**src/hw/rtl/duplicate_and_missing_finder_assert.svh**
```systemverilog
// Assertion macros for the duplicate and missing finder.
// Included by the RTL files that assert. No dependencies.
`ifndef DUPLICATE_AND_MISSING_FINDER_ASSERT_SVH
`define DUPLICATE_AND_MISSING_FINDER_ASSERT_SVH
`ifndef SYNTH
// Checked with reset as a disable condition.
`define DMF_ASSERT(lbl, clk, rstn, prop, msg) \
    lbl: assert property (@(posedge clk) disable iff (!rstn) (prop)) else $error(msg);
// Checked at every clock edge, reset included.
`define DMF_ASSERT_ALWAYS(lbl, clk, prop, msg) \
    lbl: assert property (@(posedge clk) (prop)) else $error(msg);
`else
`define DMF_ASSERT(lbl, clk, rstn, prop, msg)
`define DMF_ASSERT_ALWAYS(lbl, clk, prop, msg)
`endif
`endif

```
**src/hw/rtl/dmf_pkg.sv**
```systemverilog
// Package for the duplicate and missing finder: field widths, payload structs,
// and the command and status structs between controller and datapath. No dependencies.
package dmf_pkg;

    localparam int VAL_W         = 13;
    localparam int SUM_W         = 24;
    localparam int SQ_W          = 35;
    localparam int MAX_COUNT_DEF = 4096;

    typedef struct packed {
        logic [VAL_W-1:0] value;
        logic             is_last;
    } in_item_t;

    typedef struct packed {
        logic [VAL_W-1:0] repeating;
        logic [VAL_W-1:0] absent;
        logic             valid_res;
    } out_item_t;

    typedef struct packed {
        logic prod1;
        logic prod2;
        logic load_s2n;
        logic div_start;
        logic load_add;
        logic fix;
        logic clear;
    } dmf_cmd_t;

    typedef struct packed {
        logic div_done;
        logic diff_zero;
    } dmf_status_t;

endpackage

```
**src/hw/rtl/dmf_divider.sv**
```systemverilog
// Signed divider, restoring, one quotient bit per cycle, truncation toward zero.
// Stand-alone; the datapath uses it to divide the square-sum difference by the sum difference.
module dmf_divider #(
    parameter int DW = 42
) (
    input  logic                 clk,
    input  logic                 rst_n,
    input  logic                 start,
    input  logic signed [DW-1:0] dividend,
    input  logic signed [DW-1:0] divisor,
    output logic                 done,
    output logic signed [DW-1:0] quotient
);

    localparam int CW = $clog2(DW + 1);

    logic          busy_reg, busy_next;
    logic          done_reg, done_next;
    logic [CW-1:0] cnt_reg, cnt_next;
    logic [DW:0]   rem_reg, rem_next;
    logic [DW-1:0] quo_reg, quo_next;
    logic [DW-1:0] den_reg, den_next;
    logic          neg_reg, neg_next;

    logic [DW-1:0] num_mag;
    logic [DW-1:0] den_mag;
    logic [DW:0]   shifted;
    logic [DW:0]   trial;

    assign num_mag = dividend[DW-1] ? DW'(-dividend) : DW'(dividend);
    assign den_mag = divisor[DW-1] ? DW'(-divisor) : DW'(divisor);
    assign shifted = {rem_reg[DW-1:0], quo_reg[DW-1]};
    assign trial   = shifted - {1'b0, den_reg};

    always_comb
    begin
        busy_next = busy_reg;
        done_next = 1'b0;
        cnt_next  = cnt_reg;
        rem_next  = rem_reg;
        quo_next  = quo_reg;
        den_next  = den_reg;
        neg_next  = neg_reg;
        if (start)
        begin
            busy_next = 1'b1;
            cnt_next  = CW'(DW);
            rem_next  = '0;
            quo_next  = num_mag;
            den_next  = den_mag;
            neg_next  = dividend[DW-1] ^ divisor[DW-1];
        end
        else if (busy_reg)
        begin
            if (!trial[DW])
            begin
                rem_next = trial;
                quo_next = {quo_reg[DW-2:0], 1'b1};
            end
            else
            begin
                rem_next = shifted;
                quo_next = {quo_reg[DW-2:0], 1'b0};
            end
            cnt_next = cnt_reg - 1'b1;
            if (cnt_reg == CW'(1))
            begin
                busy_next = 1'b0;
                done_next = 1'b1;
            end
        end
    end

    always_ff @(posedge clk or negedge rst_n)
    begin
        if (!rst_n)
        begin
            busy_reg <= 1'b0;
            done_reg <= 1'b0;
            cnt_reg  <= '0;
        end
        else
        begin
            busy_reg <= busy_next;
            done_reg <= done_next;
            cnt_reg  <= cnt_next;
        end
    end

    always_ff @(posedge clk)
    begin
        rem_reg <= rem_next;
        quo_reg <= quo_next;
        den_reg <= den_next;
        neg_reg <= neg_next;
    end

    assign done     = done_reg;
    assign quotient = neg_reg ? $signed(-quo_reg) : $signed(quo_reg);

endmodule

```
**src/hw/rtl/dmf_datapath.sv**
```systemverilog
// Datapath of the duplicate and missing finder: accumulators, closed-form sums,
// the divider and the result register. Depends on dmf_pkg and dmf_divider.
module dmf_datapath #(
    parameter int MAX_COUNT = dmf_pkg::MAX_COUNT_DEF
) (
    input  logic                 clk,
    input  logic                 rst_n,
    input  logic                 accept,
    input  dmf_pkg::in_item_t    item,
    input  dmf_pkg::dmf_cmd_t    cmd,
    output dmf_pkg::dmf_status_t status,
    output dmf_pkg::out_item_t   result
);
    import dmf_pkg::*;

    localparam int NW  = $clog2(MAX_COUNT + 1);
    localparam int P1W = 2 * NW + 1;
    localparam int P2W = P1W + NW + 1;
    localparam int DW  = (3 * NW + 3 > SQ_W + 2) ? 3 * NW + 3 : SQ_W + 2;
    localparam int SQV_W = 2 * VAL_W;

    // Running state of the current data set.
    logic [NW-1:0]    count_reg, count_next;
    logic             pend_reg;
    logic [SUM_W-1:0] sum_reg, sum_next;
    logic [SQ_W-1:0]  sqs_reg, sqs_next;

    // The count is also kept as 3 * third + mod3, so that one factor of
    // n(n+1)(2n+1) can be divided by three without a divider.
    logic [NW-1:0]    third_reg, third_next;
    logic [1:0]       mod3_reg, mod3_next;

    // Accumulation stage: the square is registered before it is added.
    logic [VAL_W-1:0] val_reg;
    logic [SQV_W-1:0] sqv_reg;

    logic [P1W-1:0]       prod1_reg;
    logic [P1W-1:0]       part_reg;
    logic [P2W-1:0]       prod2_reg;
    logic signed [DW-1:0] diff_reg;
    logic signed [DW-1:0] dsq_reg;
    logic signed [DW-1:0] add_reg;
    out_item_t            result_reg;

    logic [NW:0]          cnt_plus1;
    logic [NW:0]          two_n_plus1;
    logic [NW-1:0]        fac_a;
    logic [NW:0]          fac_b;
    logic [NW:0]          fac_c;
    logic signed [DW-1:0] div_q;
    logic                 div_done;
    logic signed [DW:0]   pair_sum;
    logic signed [DW:0]   pair_adj;
    logic [VAL_W-1:0]     rep_low;

    always_comb
    begin
        count_next = count_reg;
        third_next = third_reg;
        mod3_next  = mod3_reg;
        sum_next   = sum_reg;
        sqs_next   = sqs_reg;
        if (cmd.clear)
        begin
            count_next = '0;
            third_next = '0;
            mod3_next  = '0;
            sum_next   = '0;
            sqs_next   = '0;
        end
        else
        begin
            if (accept && (count_reg < NW'(MAX_COUNT)))
            begin
                count_next = count_reg + 1'b1;
                if (mod3_reg == 2'd2)
                begin
                    mod3_next  = 2'd0;
                    third_next = third_reg + 1'b1;
                end
                else
                begin
                    mod3_next = mod3_reg + 1'b1;
                end
            end
            if (pend_reg)
            begin
                sum_next = sum_reg + SUM_W'(val_reg);
                sqs_next = sqs_reg + SQ_W'(sqv_reg);
            end
        end
    end

    always_ff @(posedge clk or negedge rst_n)
    begin
        if (!rst_n)
        begin
            count_reg <= '0;
            third_reg <= '0;
            mod3_reg  <= '0;
            pend_reg  <= 1'b0;
            sum_reg   <= '0;
            sqs_reg   <= '0;
        end
        else
        begin
            count_reg <= count_next;
            third_reg <= third_next;
            mod3_reg  <= mod3_next;
            pend_reg  <= accept;
            sum_reg   <= sum_next;
            sqs_reg   <= sqs_next;
        end
    end

    assign cnt_plus1   = {1'b0, count_reg} + 1'b1;
    assign two_n_plus1 = {count_reg, 1'b1};

    // Exactly one of n, n + 1 and 2n + 1 is a multiple of three; that factor is
    // replaced by its third, so the product of the three is n(n+1)(2n+1)/3.
    always_comb
    begin
        fac_a = count_reg;
        fac_b = cnt_plus1;
        fac_c = two_n_plus1;
        case (mod3_reg)
            2'd0:
            begin
                fac_a = third_reg;
            end
            2'd1:
            begin
                fac_c = {third_reg, 1'b1};
            end
            2'd2:
            begin
                fac_b = {1'b0, third_reg} + 1'b1;
            end
            default:
            begin
                fac_a = count_reg;
            end
        endcase
    end

    dmf_divider #(
        .DW(DW)
    ) u_divider (
        .clk     (clk),
        .rst_n   (rst_n),
        .start   (cmd.div_start),
        .dividend(dsq_reg),
        .divisor (diff_reg),
        .done    (div_done),
        .quotient(div_q)
    );

    // Halving toward zero: add one to a negative sum before the shift.
    assign pair_sum = {diff_reg[DW-1], diff_reg} + {add_reg[DW-1], add_reg};
    assign pair_adj = pair_sum + $signed((DW + 1)'(pair_sum[DW]));
    assign rep_low  = pair_adj[VAL_W:1];

    always_ff @(posedge clk)
    begin
        if (accept)
        begin
            val_reg <= item.value;
            sqv_reg <= SQV_W'(item.value) * SQV_W'(item.value);
        end
        if (cmd.prod1)
        begin
            prod1_reg <= P1W'(count_reg) * P1W'(cnt_plus1);
            part_reg  <= P1W'(fac_a) * P1W'(fac_b);
        end
        if (cmd.prod2)
        begin
            prod2_reg <= P2W'(part_reg) * P2W'(fac_c);
            diff_reg  <= $signed(DW'(sum_reg)) - $signed(DW'(prod1_reg >> 1));
        end
        if (cmd.load_s2n)
        begin
            // n(n+1)(2n+1)/3 is even, so the shift gives the square sum exactly.
            dsq_reg <= $signed(DW'(sqs_reg)) - $signed(DW'(prod2_reg >> 1));
        end
        if (cmd.load_add)
        begin
            add_reg <= div_q;
        end
        if (cmd.fix)
        begin
            if (diff_reg == '0)
            begin
                result_reg <= '0;
            end
            else
            begin
                result_reg.repeating <= rep_low;
                result_reg.absent    <= rep_low - diff_reg[VAL_W-1:0];
                result_reg.valid_res <= 1'b1;
            end
        end
    end

    assign status.div_done  = div_done;
    assign status.diff_zero = (diff_reg == '0);
    assign result           = result_reg;

endmodule

```
**src/hw/rtl/dmf_ctrl.sv**
```systemverilog
// Controller of the duplicate and missing finder: sequences the end-of-set work.
// Depends on dmf_pkg for the command and status structs.
module dmf_ctrl (
    input  logic                 clk,
    input  logic                 rst_n,
    input  logic                 accept,
    input  logic                 is_last,
    input  dmf_pkg::dmf_status_t status,
    output dmf_pkg::dmf_cmd_t    cmd,
    output logic                 busy,
    output logic                 done
);
    import dmf_pkg::*;

    typedef enum logic [2:0] {
        ST_IDLE,
        ST_PROD1,
        ST_PROD2,
        ST_S2N,
        ST_DIV_ADD,
        ST_WAIT_ADD,
        ST_FIX,
        ST_EMIT
    } state_t;

    state_t state_reg, state_next;

    always_comb
    begin
        state_next = state_reg;
        cmd        = '0;
        case (state_reg)
            ST_IDLE:
            begin
                if (accept && is_last)
                begin
                    state_next = ST_PROD1;
                end
            end
            ST_PROD1:
            begin
                cmd.prod1  = 1'b1;
                state_next = ST_PROD2;
            end
            ST_PROD2:
            begin
                cmd.prod2  = 1'b1;
                state_next = ST_S2N;
            end
            ST_S2N:
            begin
                cmd.load_s2n = 1'b1;
                state_next   = status.diff_zero ? ST_FIX : ST_DIV_ADD;
            end
            ST_DIV_ADD:
            begin
                cmd.div_start = 1'b1;
                state_next    = ST_WAIT_ADD;
            end
            ST_WAIT_ADD:
            begin
                if (status.div_done)
                begin
                    cmd.load_add = 1'b1;
                    state_next   = ST_FIX;
                end
            end
            ST_FIX:
            begin
                cmd.fix    = 1'b1;
                state_next = ST_EMIT;
            end
            ST_EMIT:
            begin
                cmd.clear  = 1'b1;
                state_next = ST_IDLE;
            end
            default:
            begin
                state_next = ST_IDLE;
            end
        endcase
    end

    always_ff @(posedge clk or negedge rst_n)
    begin
        if (!rst_n)
        begin
            state_reg <= ST_IDLE;
        end
        else
        begin
            state_reg <= state_next;
        end
    end

    assign busy = (state_reg != ST_IDLE);
    assign done = (state_reg == ST_EMIT);

endmodule

```
**src/hw/rtl/duplicate_and_missing_finder.sv**
```systemverilog
// Top level of the duplicate and missing finder (set mismatch by sum and sum of squares).
// Depends on dmf_pkg, dmf_ctrl, dmf_datapath and duplicate_and_missing_finder_assert.svh.
//
//  Channel  | Handshake          | Payload
//  ---------+--------------------+--------------------------------------------
//  input    | start, busy        | item   (value, is_last)
//  result   | done (strobe)      | result (repeating, absent, valid_res)
//
// An input transfer happens at a clock edge where start is high and busy is low.
// Items that are not last can follow back to back; the square of each value is
// registered and added in the next cycle.
// The last item of a set holds busy high while the controller runs the products,
// the square-sum difference, the division when the sums differ, the fix-up and the
// emit step; the divider works at DW = max(3*NW + 3, 37) bits, where
// NW = clog2(MAX_COUNT + 1), so DW is 42 for the default MAX_COUNT.
// done is high for exactly one cycle, the last busy cycle, with the result; the
// receiver cannot stall it.
// Reset (rst_n, asynchronous, active low) clears the count, both sums and the controller.
module duplicate_and_missing_finder #(
    parameter int MAX_COUNT = dmf_pkg::MAX_COUNT_DEF
) (
    input  logic               clk,
    input  logic               rst_n,
    input  logic               start,
    input  dmf_pkg::in_item_t  item,
    output logic               busy,
    output logic               done,
    output dmf_pkg::out_item_t result
);
    import dmf_pkg::*;

`include "duplicate_and_missing_finder_assert.svh"

    logic        accept;
    dmf_cmd_t    cmd;
    dmf_status_t status;

    // An item enters only while the controller is idle.
    assign accept = start && !busy;

    // The controller steps through the end-of-set sequence after a last item.
    dmf_ctrl u_ctrl (
        .clk    (clk),
        .rst_n  (rst_n),
        .accept (accept),
        .is_last(item.is_last),
        .status (status),
        .cmd    (cmd),
        .busy   (busy),
        .done   (done)
    );

    // The datapath keeps the running sums and evaluates the closed forms.
    dmf_datapath #(
        .MAX_COUNT(MAX_COUNT)
    ) u_datapath (
        .clk   (clk),
        .rst_n (rst_n),
        .accept(accept),
        .item  (item),
        .cmd   (cmd),
        .status(status),
        .result(result)
    );

    // A last item always starts the end-of-set sequence.
    `DMF_ASSERT(a_last_sets_busy, clk, rst_n, accept && item.is_last |=> busy, "last item did not raise busy")
    // A result strobe lasts a single cycle.
    `DMF_ASSERT(a_done_single, clk, rst_n, done |=> !done, "result strobe longer than one cycle")
    // A result comes only out of the busy sequence, never alongside a new transfer.
    `DMF_ASSERT(a_done_busy, clk, rst_n, done |-> busy, "result strobe while idle")
    // A set without mismatch reports zeros.
    `DMF_ASSERT(a_zero_result, clk, rst_n, done && !result.valid_res |-> result.repeating == 0 && result.absent == 0, "nonzero fields with valid_res low")

endmodule

```
**config.mk**
```make
export PLATFORM = sky130hd
export DESIGN_NAME = duplicate_and_missing_finder
export DESIGN_NICKNAME = d
export VERILOG_FILES = /design/src/hw/rtl/dmf_pkg.sv /design/src/hw/rtl/dmf_divider.sv /design/src/hw/rtl/dmf_datapath.sv /design/src/hw/rtl/dmf_ctrl.sv /design/src/hw/rtl/duplicate_and_missing_finder.sv
export VERILOG_INCLUDE_DIRS = /design/src /design/src/hw/rtl
export SDC_FILE = /design/constraint.sdc
export NUM_CORES = 2
export LEC_CHECK = 0
export BUFFER_PORTS_ARGS = -buffer_cell sky130_fd_sc_hd__buf_2
export CORE_MARGIN = 2
export CORE_UTILIZATION = 60
export CTS_CLUSTER_DIAMETER = 120
export DETAILED_ROUTE_END_ITERATION = 16
export PLACE_DENSITY = 0.76
export SYNTH_ARGS = -nofsm -noshare
export SYNTH_HDL_FRONTEND = slang
export SYNTH_SLANG_ARGS = --single-unit
```
**constraint.sdc**
```tcl
create_clock -name clk -period 20.7 [get_ports clk]
set_input_delay 2.07 -clock clk [delete_from_list [all_inputs] [get_ports clk]]
set_output_delay 2.07 -clock clk [all_outputs]
set_load 0.05 [all_outputs]
```
Yosys cells after proc, flatten, opt, wreduce, memory -nomap -nowiden
Cells that the tools add are included.
{"block": "totals", "output_inout_bits": 29, "reg_bits": 498, "wordCells": 118}
{"block": "op_classes", "n_bitwise": 1, "mul": 4, "mux": 43, "n_lt_le_gt_ge": 1, "addsub": 17, "n_reduce_logical": 14, "eq_ne": 12}
{"operator": "$mux W42", "n": 5}
{"operator": "$neg A42 Y42", "n": 2}
{"operator": "$mux W13", "n": 6}
{"operator": "$mux W35", "n": 2}
{"operator": "$mul A13 B14 Y27", "n": 2}
{"operator": "$mux W24", "n": 2}
{"operator": "$add A27 B42 Y43", "n": 1}
{"operator": "$sub A43 B42 Y43", "n": 1}
{"operator": "$logic_not A42 Y1", "n": 1}
{"operator": "$neg A27 Y42", "n": 1}
{"operator": "$mul A27 B14 Y41", "n": 1}
{"operator": "$mux W41", "n": 1}
{"operator": "$sub A35 B40 Y41", "n": 1}
{"operator": "$add A35 B26 Y35", "n": 1}
{"operator": "$add A13 B1 Y14 const B", "n": 2}
{"operator": "$mux W14", "n": 2}
{"operator": "$sub A24 B26 Y27", "n": 1}
{"operator": "$add A13 B1 Y13 const B", "n": 2}
{"operator": "$mul A13 B13 Y26", "n": 1}
{"operator": "$add A24 B13 Y24", "n": 1}
{"operator": "$pmux W3 S8", "n": 1}
{"operator": "$mux W1", "n": 16}
{"operator": "$add A14 B2 Y14", "n": 1}
{"operator": "$lt A13 B13 Y1 const B", "n": 1}
{"operator": "other kinds (21)", "n": 37}

Longest topological paths before layout
{"block": "logic_depth", "depth_word": 6, "mapped_depth": 32, "mapped_depth_nobuf": 30}

By module
From an unflattened synthesis, not the netlist that was laid out.
{"block": "unflattened", "cells_unflattened": 6168, "area_unflattened_um2": 57969.3}
{"mod": "dmf_datapath", "area_each_um2": 47518.1, "n_inst": 1, "cells_per_inst": 4970}
{"mod": "dmf_divider", "area_each_um2": 10222.3, "n_inst": 1, "cells_per_inst": 1172}
{"mod": "dmf_ctrl", "area_each_um2": 215.2, "n_inst": 1, "cells_per_inst": 25}
{"mod": "duplicate_and_missing_finder", "area_each_um2": 13.8, "n_inst": 1, "cells_per_inst": 1}

Worst setup path before layout
Ideal clock, no wire load.
{"block": "synth_path", "path_kind": "register -> register", "start": "reg u_datapath.mod3_reg[1]", "end": "reg u_datapath.prod2_reg[40] (data pin)", "t_required_ns": 20.440, "arrival_time_ns": 7.602, "stages_incl_launch_ff": 26, "setup_time_ns": 0.260, "slack_ns": 12.838, "cell_sequence": "dfrtp_1 > nor2b_1 > clkbuf_1 > buf_1 > mux2i_1 > nor2_1 > fa_1 > inv_1 > fa_1 > inv_1 > fa_1 > inv_1 > fa_1 > fa_1 > inv_1 > fa_1 > ha_1 > or4b_2 > a31o_2 > a311o_1 > a21oi_1 > o31ai_1 > a21oi_1 > o31ai_1 > a21oi_1 > xnor2_1"}
{"block": "synth_via", "elab_chain_len": 3}
{"item": "start: declaration", "line_no": "dmf_datapath.sv:31", "source": "logic [1:0] mod3_reg, mod3_next;"}
{"item": "start signal: assignment", "line_no": "dmf_datapath.sv:109", "source": "mod3_reg <= mod3_next;"}
{"item": "$eq A2 B1 Y1", "line_no": "dmf_datapath.sv:126", "source": "case (mod3_reg)"}
{"item": "$mux W14", "line_no": "dmf_datapath.sv:126"}
{"item": "$mul A27 B14 Y41", "line_no": "dmf_datapath.sv:177", "source": "prod2_reg <= P2W'(part_reg) * P2W'(fac_c);"}
{"item": "end signal: assignment", "line_no": "dmf_datapath.sv:177"}
{"item": "end: declaration", "line_no": "dmf_datapath.sv:39", "source": "logic [P2W-1:0] prod2_reg;"}
No other way between the ends.
A chain may end at the register's enable or synchronous reset.

Final worst setup path
{"block": "layout_path", "start": "reg u_datapath.count_reg[4]", "end": "reg u_datapath.part_reg[26] (data pin)"}
{"block": "layout_via", "elab_chain_len": 3}
{"item": "start: declaration", "line_no": "dmf_datapath.sv:23", "source": "logic [NW-1:0] count_reg, count_next;"}
{"item": "start signal: assignment", "line_no": "dmf_datapath.sv:107", "source": "count_reg <= count_next;"}
{"item": "$add A13 B1 Y14", "line_no": "dmf_datapath.sv:116", "source": "assign cnt_plus1 = {1'b0, count_reg} + 1'b1;"}
{"item": "$mux W14", "line_no": "dmf_datapath.sv:126"}
{"item": "$mul A13 B14 Y27 *", "line_no": "dmf_datapath.sv:173", "source": "part_reg <= P1W'(fac_a) * P1W'(fac_b);"}
{"item": "end signal: assignment", "line_no": "dmf_datapath.sv:173"}
{"item": "end: declaration", "line_no": "dmf_datapath.sv:38", "source": "logic [P1W-1:0] part_reg;"}
Mark *: on every way between the ends. The rest lies on a longest branch, timed or not.

==> reports/qor.txt <==
RSZ-0062 raised after global routing: false
Critical Path RT: 21070 ps
post-route ant nets: 0
antenna violations before repair: 2
Clk pwr share: 0.152
commonest non-fill, non-tap cell in the layout: inv_1
sequential share of the synthesized area: 0.2451
slowest cell on the critical path: dfrtp_1
critical path endpoint category: flop
switching share of power: 0.4503
CP top delay family: adder cells
final hold viol count: 0
share of cells above drive strength 1: 0.04251
IO buf count: 45
vias per cell: 5.701
TritonRoute pass-1 iters: 6
final WL: 132100 um
Reg clk slew, reported paths: 70 ps
setup TNS: 0 ps
DRC viols: 0
critical path class: flop to flop
Initial DRC Count: 2871
H-tree levels: 2
vias in the first global route: 42530
total power draw: 6.500 mW
Main synth FF type: edfxtp_1
Die Wd: 311.3 um
post-CTS setup buffers: 0
Area growth syn-to-layout: 5.786%
outcome: finished, final reports clean
DIE AREA: 96900 um2
Post-synth EDFFs: 352
total grt overflow: 0
Die H: 311.3 um
CTS Sinks: 493
Internal Power: 3.573 mW
# setup viols final: 0
Clock Skew: 43.46 ps
post-synth cell types: 82
Flop pwr share: 0.286
clk root buf: clkbuf_16
via count: 41350
Worst Path Max Fanout: 17
fin crit share: 0.4291
Least-Margin Pin Slew: 1132 ps
ys async rst share: 0.2008
All-Layer GR Usage: 0.2783
crit-path most repeated cell: fa_1
first-pass GRT wire length: 219300 um
DPL Wire Length: 103400 um
Fill cells: 7596
Peak Freq: 0.1126 GHz
IO Pins: 46
FP Rows: 112
commonest non-fill, non-tap cells in the layout: inv_1, fa_1, nand2_1
Max-cap violations: 0
Clock Latency Late Sink: 650 ps
TritonCTS clock tree: yes
crit start category: flop
Logic pwr share: 0.562
Crit path buffers/inverters: 4
Initial Utilization: 0.6061
Slew Limit Fails: 0
CP peak stage delay: 720 ps
cts hold-fix bufs: 0
max_slew headroom: 0.2456
largest vdd supply drop: 0.00009512 V
Leakage: 28.46 nW
post-synthesis cell count: 5998
path type of the worst min-delay path: flop to flop
synthesis-stage register bit count: 493
P_sw: 2.927 mW
RePlAce Congestion: 0.9274
layout net count: 7160
CTS buffer count: 56
PostCTS Resize Cnt: 0
Max Root-Sink Buffers: 3
cell area after synthesis: 56650 um2
Mapped Avg Cell Area: 9.445 um2
PD cells: 108.5 nW/um2
Synthesis Warnings: 0
minimum clock period: 8883 ps
core area: 93470 um2
Avg WL per Cell: 18.22 um
pin count of the biggest net entering global routing: 93
worst path arrival time: 9250 ps
[power by group through the flow]
stage	Sequential [mW]	Clock (mW)	Combinational, mW
final	1.86	0.990	3.65
after global routing	1.89	1.05	4.10
after CTS	1.85	1.01	3.63
after detailed placement	1.87	0	3.61
after global placement	1.86	0	3.52
after floorplan	1.79	0	2.79
[synthesized netlist by cell type (all sizes together) (128+ instances only)]
cell,instances,share of area
inv,929,0.062
xor2,128,0.020
o21ai,262,0.023
xnor2,254,0.039
edfxtp,352,0.19
and2,222,0.025
nand2b,145,0.016
nor2,412,0.027
nand2,573,0.038
a21oi,266,0.023
ha,529,0.12
clkbuf,185,0.012
fa,664,0.23
[cell type report]
| type | instances | area, um2 | area share |
|---|---|---|---|
| multi-input combinational | 4381 | 38600 | 0.6441 |
| sequential | 493 | 13890 | 0.2318 |
| inverter | 931 | 3495 | 0.05831 |
| tap | 1254 | 1569 | 0.02618 |
| clock buffer | 71 | 1508 | 0.02516 |
| timing repair buffer | 87 | 543.0 | 0.009061 |
| clock inverter | 35 | 321.6 | 0.005365 |
| antenna | 1 | 2.502 | 0.00004175 |
[final timing paths]
check	from	to	slack (ps)	cells past startpoint
min in group asynchronous	rst_n	u_datapath.sqs_reg[18]$_DFFE_PN0P_	1500	1
min reg2reg	u_datapath.u_divider.rem_reg[35]$_SDFFE_PP0P_	u_datapath.u_divider.rem_reg[35]$_SDFFE_PP0P_	490	2
max in group asynchronous	rst_n	u_datapath.u_divider.busy_reg$_DFF_PN0_	17930	2
max reg2reg	u_datapath.count_reg[4]$_DFFE_PN0P_	u_datapath.part_reg[26]$_DFFE_PP_	11820	26
max	u_datapath.count_reg[4]$_DFFE_PN0P_	u_datapath.part_reg[26]$_DFFE_PP_	11820	26
min	u_datapath.u_divider.rem_reg[35]$_SDFFE_PP0P_	u_datapath.u_divider.rem_reg[35]$_SDFFE_PP0P_	490	2
[cell families after synthesis]
logic type	Yosys count	share of synthesized area
buffers and inverters	1137	0.07535
AOI/OAI and AO/OA	936	0.1030
adders and majority gates	1193	0.3515
muxes	73	0.01343
DFF	493	0.2451
and+or+nand+nor	1783	0.1525
xor gates and xnor gates	382	0.05906
other	1	0.00006619
[metal layers]
metal / GRT usage / part of all wire
met1: 0.3675 / 0.42
met2: 0.4757 / 0.48
met3: 0.03940 / 0.061
met4: 0.08674 / 0.034
met5: 0 / 0
[through the flow]
stage | cell area [um2] | utilization | instances | setup slack, ps | hold slack, ps
after floorplan | 56700 | - | 6011 | 12840 | 453.1
after detailed placement | 58100 | 0.6216 | 7146 | 11980 | 486.9
after global placement | 58100 | 0.6216 | 7146 | 12070 | 476.7
final | 59930 | 0.6412 | 7253 | 11820 | 490.4
after CTS | 59930 | 0.6412 | 7252 | 11910 | 497.4
after global routing | 59930 | 0.6412 | 7252 | 11250 | 520.2
[worst min-delay path, cell delays in order, from the launching register on]
cell and delay, ps:
dfxtp_1 330, nand2_1 50, o21ai_0 60
No activity file was read; power rests on OpenSTA's default activity.
